===== src/rtl/rwr_pkg.sv =====
// shared types and constants of the receive window reorder block
package rwr_pkg;

  localparam int unsigned SEQ_W    = 31;
  localparam int unsigned WIN_W    = 7;
  localparam int unsigned STATUS_W = 2;

  typedef enum logic [STATUS_W-1:0] {
    ST_STORED = 2'd0,
    ST_DUP    = 2'd1,
    ST_FULL   = 2'd2,
    ST_OOW    = 2'd3
  } status_e;

  typedef enum logic {
    OP_RECV = 1'b0,
    OP_READ = 1'b1
  } op_e;

  typedef enum logic {
    ALU_SUB = 1'b0,
    ALU_INC = 1'b1
  } alu_op_e;

  typedef struct packed {
    logic wr;
    logic clr;
    logic rd;
  } store_cmd_t;

endpackage


===== src/rtl/rwr_slot_store.sv =====
// slot occupancy bitmap and payload reference memory
module rwr_slot_store import rwr_pkg::*; #(
  parameter int unsigned SLOTS    = 64,
  parameter int unsigned REF_BITS = 16
) (
  input  logic                     clk_i,
  input  logic                     rst_ni,
  input  store_cmd_t               cmd_i,
  input  logic [$clog2(SLOTS)-1:0] wr_slot_i,
  input  logic [REF_BITS-1:0]      wr_data_i,
  input  logic [$clog2(SLOTS)-1:0] rd_slot_i,
  input  logic [$clog2(SLOTS)-1:0] q_slot_i,
  output logic                     q_hit_o,
  output logic [REF_BITS-1:0]      rd_data_o
);
  logic [SLOTS-1:0]    present_q;
  logic [REF_BITS-1:0] mem_q [SLOTS];
  logic [REF_BITS-1:0] rd_data_q;

  always_ff @(posedge clk_i or negedge rst_ni) begin
    if (!rst_ni) begin
      present_q <= '0;
    end else begin
      if (cmd_i.wr) begin
        present_q[wr_slot_i] <= 1'b1;
      end
      if (cmd_i.clr) begin
        present_q[rd_slot_i] <= 1'b0;
      end
    end
  end

  always_ff @(posedge clk_i) begin
    if (cmd_i.wr) begin
      mem_q[wr_slot_i] <= wr_data_i;
    end
    if (cmd_i.rd) begin
      rd_data_q <= mem_q[rd_slot_i];
    end
  end

  assign q_hit_o   = present_q[q_slot_i];
  assign rd_data_o = rd_data_q;
endmodule


===== config.mk =====
export PLATFORM = sky130hd
export DESIGN_NAME = rwr_slot_store
export DESIGN_NICKNAME = d
export VERILOG_FILES = /design/src/rtl/rwr_pkg.sv /design/src/rtl/rwr_slot_store.sv
export SDC_FILE = /design/constraint.sdc
export NUM_CORES = 1
export LEC_CHECK = 0
export BUFFER_PORTS_ARGS = -buffer_cell sky130_fd_sc_hd__clkbuf_2
export CORE_ASPECT_RATIO = 0.75
export CORE_MARGIN = 1.5
export CORE_UTILIZATION = 39
export DETAILED_ROUTE_END_ITERATION = 10
export MAX_ROUTING_LAYER = met4
export PLACE_DENSITY = 0.54
export SETUP_SLACK_MARGIN = 0.02
export SLEW_MARGIN = 20
export SYNTH_ARGS = -nofsm -noshare
export SYNTH_HDL_FRONTEND = slang
export SYNTH_SLANG_ARGS = --single-unit
export TNS_END_PERCENT = 50

===== constraint.sdc =====
create_clock -name clk_i -period 2.5 [get_ports clk_i]
set_input_delay 0.375 -clock clk_i [delete_from_list [all_inputs] [get_ports clk_i]]
set_output_delay 0.375 -clock clk_i [all_outputs]
set_load 0.01 [all_outputs]

# Word level (Yosys, flattened, before mapping)
# Memories as Yosys holds them, arrays and structs flattened. A register that Yosys moved wholly into a read port is not among the register bits.
# Index checks and enable logic that the tools add are counted.
# word_totals
n_memories,1
register_bits,64
ramBits,1024
wordCells,22
output_inout_bits,17
# mem_list
name,depth,word_bits,rd,rd_ports_with_merged_regs,write_ports,line,text
mem_q,64,16,1,1,1,rwr_slot_store.sv:17,logic [REF_BITS-1:0] mem_q [SLOTS];
# classes
muxes,10
bitwise_logic,3
order_cmp,5
n_reduce_logical,2
# op_table
operator,count
2-to-1 mux 64 bit,2
bitwise AND 64 bit,1
NOT 64 bit,1
OR 64 bit,1
"< comparator 6 x 7 -> 1 bit, second input constant",3
demux 1 bit (select 6 bit),2
">= comparator 6 x 1 -> 1 bit, second input constant",2
binary-select mux 1 bit (select 6 bit),1
2-to-1 mux 1 bit,5
logical AND 1 bit,2

# Logic depth before layout (Yosys ltp)
# logic_depth
word_depth,8
depth_mapped,12
depth_no_buf,6

# Least setup slack after synthesis
# OpenSTA, ideal clock, no wires.
# synth_timing
kind,input -> register
start,input port wr_slot_i[3]
end,"memory mem_q[48][0], enable pin"
stages,3
arrival_ns,2.530
setup_slack_ns,-0.464
t_required_ns,2.066
path_buffers,1
path_cell_list,clkbuf_1 nand4b_1 nor4_1
# synth_lines
item,line,text
from (decl),rwr_slot_store.sv:9,"input logic [$clog2(SLOTS)-1:0] wr_slot_i,"
to (decl),rwr_slot_store.sv:17,
# Straight into the memory's write port.

# Final worst setup path
# layout_timing
start,register present_q[4]
end,output port q_hit_o
# layout_via
elab_chain_len,2
# layout_lines
item,line,text
from (decl),rwr_slot_store.sv:16,logic [SLOTS-1:0] present_q;
from (signal assigned),rwr_slot_store.sv:22,present_q <= '0;
"from (signal, indexed assignment)",rwr_slot_store.sv:25,present_q[wr_slot_i] <= 1'b1;
"from (signal, indexed assignment)",rwr_slot_store.sv:28,present_q[rd_slot_i] <= 1'b0;
binary-select mux 1 bit (select 6 bit),rwr_slot_store.sv:42,assign q_hit_o = present_q[q_slot_i];
2-to-1 mux 1 bit (implied by the code),rwr_slot_store.sv:42,
to (decl),rwr_slot_store.sv:13,"output logic q_hit_o,"
# No other way between the ends. The select of a mux whose other input is x is not followed.

==> summary.md <==
| Metric | Value |
|---|---|
| Pin count of the biggest net entering global routing | `between 60 and 70` |
| Share of layout cells above drive strength 1 | `about 32%` |
| Overall power | `approximately 0.040 W` |
| Drt first-iter violations | `about 3.5k` |
| Gr ovfl total | `0` |
| Antenna violations before repair | `4` |
| Routed wire length | `between 100,000 and 150,000 µm` |
| FMAX | `385 MHz` |
| Fillers | `slightly above 9k` |
| DRC errors left | `0` |
| Tmin final | `around 2600 ps` |
| Post-synth EDFFs | `1,040` |
| CTS tree | `done` |
| CTS H-tree lvls | `3` |
| # rows | `about 110` |
| Finished Core Util | `approximately half` |
| Synth top area share | `between 70 and 80%` |
| Synth area leaders | `edfxtp_1 (73%), mux4_2 (6.5%), dfrtp_1 (3.7%), mux2i_1 (3.1%), a221oi_1 (1.5%)` |
| Synthesized Nets | `between 2k and 2.5k` |
| Post-synthesis register bit count | `about 1.1k` |
| Hold Path Class | `in -> reg` |
| Worst EP required | `~2100 ps` |
| Crit Path Category | `reg -> out` |
| Main synth FF type | `edfxtp_1` |
| P&R area growth vs syn | `22.3%` |
| Switch share | `22.6%` |
| Core area | `between 0.1 and 0.15 mm²` |
| Fin Hold WS | `128 ps` |
| Worst IR Drop VDD | `0.000539 V` |
| Vias in the first global route | `25.3k` |
| Status | `finished with violations` |
| Synth Area per Inst | `18.5 µm²` |
| CP max stage cell | `mux4_2` |
| Skew final | `21.6 ps` |
| Data arrival, critical path | `2220 ps` |
| WL per Instance | `~33 µm` |
| YS warnings | `0` |
| Fin. max-slew vios | `0` |
| Clk pin slew, worst setup/hold paths | `70 ps` |
| Net load switching power | `approximately 0.0091 W` |
| Leakage | `between 15 and 20 nW` |
| Commonest cells in the netlist | `edfxtp_1 (1,040), nor2_1 (158), mux2i_1 (133), mux4_2 (124), a21oi_1 (93)` |
| Inserted Clock Buffers | `roughly 100` |
| I/O pins | `56` |
| Max FO, Critical Path | `2` |
| Sequential share of power | `51.9%` |
| Share of power burned in the clock network | `roughly two fifths` |
| Count leader, synth | `edfxtp_1` |
| Initial Util | `about two fifths` |
| Netlist cell types | `55` |
| Asr flop ratio synth | `between 5 and 6%` |
| Die W | `approximately 390 µm` |
| Comb power frac | `8.0%` |
| Nets@finish | `2,818` |
| Routed Antenna Nets | `0` |
| Worst path max stage delay | `about 540 ps` |
| Drt first pass iters | `6` |
| Seq/Total Area, Yosys | `between 70% and 80%` |
| Endpoints failing hold | `0` |
| Cell Area, Synth | `around 0.043 mm²` |
| CP endpoint kind | `output port` |
| Violated checks | `negative setup slack` |
| DP HPWL | `roughly 93,000 µm` |
| Vias per inst | `around 6` |
| Num Clock Sinks | `around 1.1k` |
| Die height | `291 µm` |
| DR vias | `approximately 26k` |
| Later-pin clock latency in the skew report | `roughly 720 ps` |
| DIE AREA | `about 0.11 mm²` |
| Maximum root-to-sink buffer count | `3` |
| Final worst path period share | `104%` |
| IO Port Bufs | `55` |
| Internal power | `0.0309 W` |
| Actual slew at the worst max-slew pin | `between 1000 and 1500 ps` |
| CP cell instances | `mux4_2, a22oi_2, a31oi_1, a21oi_1, o21ai_1, clkbuf_2` |
| CP startpoint kind | `flop` |
| Gr usage total | `between 20% and 30%` |
| Endpoints failing setup | `1` |
| MaxCap Viol Count | `0` |
| Buffer type at the clock tree root | `clkbuf_16` |
| Slew headroom | `between 20% and 30%` |
| First-pass GRT wire length | `199,000 µm` |
| Final Worst Setup Slack | `-99.6 ps` |
| Area leader, netlist | `edfxtp_1` |
| RSZ-0062 raised after global routing | `yes` |
| Cells after Synth | `about 2.3k` |
| Power Density | `760 mW/mm²` |
| GPL Wtd Cong | `around 0.91` |
layout make-up:
type	count	area (µm²)	share of cell area [%]
diodes	2	5.00	0.00951
flip-flops and latches	1104	32800	62.4
inverters	5	21.3	0.0404
clock buffers	129	2720	5.16
repair buffers	492	4850	9.22
well taps	1444	1810	3.43
multi-input cells	1073	9690	18.4
clock inverters	63	688	1.31
power by group through the flow:
stage	registers (W)	clock network (W)	logic, W
after floorplan	0.0211	0	0.00133
after global placement	0.0211	0	0.00308
after detailed placement	0.0211	0	0.00313
after CTS	0.0208	0.0162	0.00317
after global routing	0.0208	0.0169	0.00334
final	0.0208	0.0161	0.00320
cells by family after synthesis:
family | share of synthesized area (%)
compound gates | 7.27
buf+inv | 1.82
flops | 76.3
mux | 11.3
simple gates | 3.32
layer usage:
layer | vias up | GRT usage (%) | routed length [µm]
li1 | 10500 | - | -
met1 | 13700 | 36.8 | 60600
met2 | 1402 | 38.1 | 63400
met3 | 251 | 5.07 | 13500
met4 | 0 | 7.02 | 4230
met5 | - | - | 0
final timing paths:
check | cells after the start | start | slack, ps | endpoint
max in group asynchronous | 3 | rst_ni | 1580 | present_q[52]$_DFF_PN0_
min in group asynchronous | 2 | rst_ni | 240 | present_q[3]$_DFF_PN0_
worst min-delay path | 2 | wr_data_i[12] | 130 | mem_q[18][12]$_DFFE_PP_
worst max-delay path | 6 | present_q[4]$_DFF_PN0_ | -100 | q_hit_o
worst min register to register | 1 | present_q[63]$_DFF_PN0_ | 480 | present_q[63]$_DFF_PN0_
worst max register to register | 4 | mem_q[59][4]$_DFFE_PP_ | 30 | rd_data_o[4]$_DFFE_PP_
cell usage in the layout (no fill, tap or decap), drive strengths merged, types with 4 or more instances in the layout:
cell type     n
nand3b        7
bufinv       13
dfrtp        64
o21ai        59
nor2b         8
o211ai        6
a21oi        94
mux2         58
a32oi         4
o22ai        32
inv           9
nand4         6
o22a         39
nand2        64
or2           7
nand3        20
or4           6
and3          4
nand2b        4
mux2i       133
clkinvlp      6
o2bb2ai       7
a211oi        7
mux4        127
nor2        158
and2          8
a22o         16
buf         440
or3b          5
a22oi        53
edfxtp     1040
a221oi       76
clkinv       40
clkbuf      180
a222oi        5
o221ai        5
a221o        21
a31oi        12
sequential cells by signal, summed over array words and instances, names as in the netlist:
signal	count
rd_data_o	16
present_q	64
mem_q	1024
critical path: cells and delay by family, from the launching register on:
family / cells / cell delay [ps]
buf+inv: 1 / 120
compound gates: 4 / 460
flops: 1 / 400
mux: 1 / 540
metrics by stage:
step | worst slack [ps] | area [µm²] | cells | setup TNS, ps
4_1_cts | -130 | 52600 | 4310 | -130
3_3_place_gp | -743 | 49100 | 4115 | -7130
2_1_floorplan | -193 | 43000 | 2332 | -37530
5_1_grt | -182 | 52600 | 4312 | -182
3_5_place_dp | -706 | 49100 | 4116 | -7560
6_report | -99.6 | 52600 | 4312 | -99.6
repair_timing:
action,in CTS,in global routing
gates resized for setup,7,2
pin swaps,5,1
buffers inserted,1,0
setup endpoints to repair,1,2
hold buffers,1,0
endpoints found under the hold margin,24,0
Note: power is estimated with default switching activity, not from simulation.
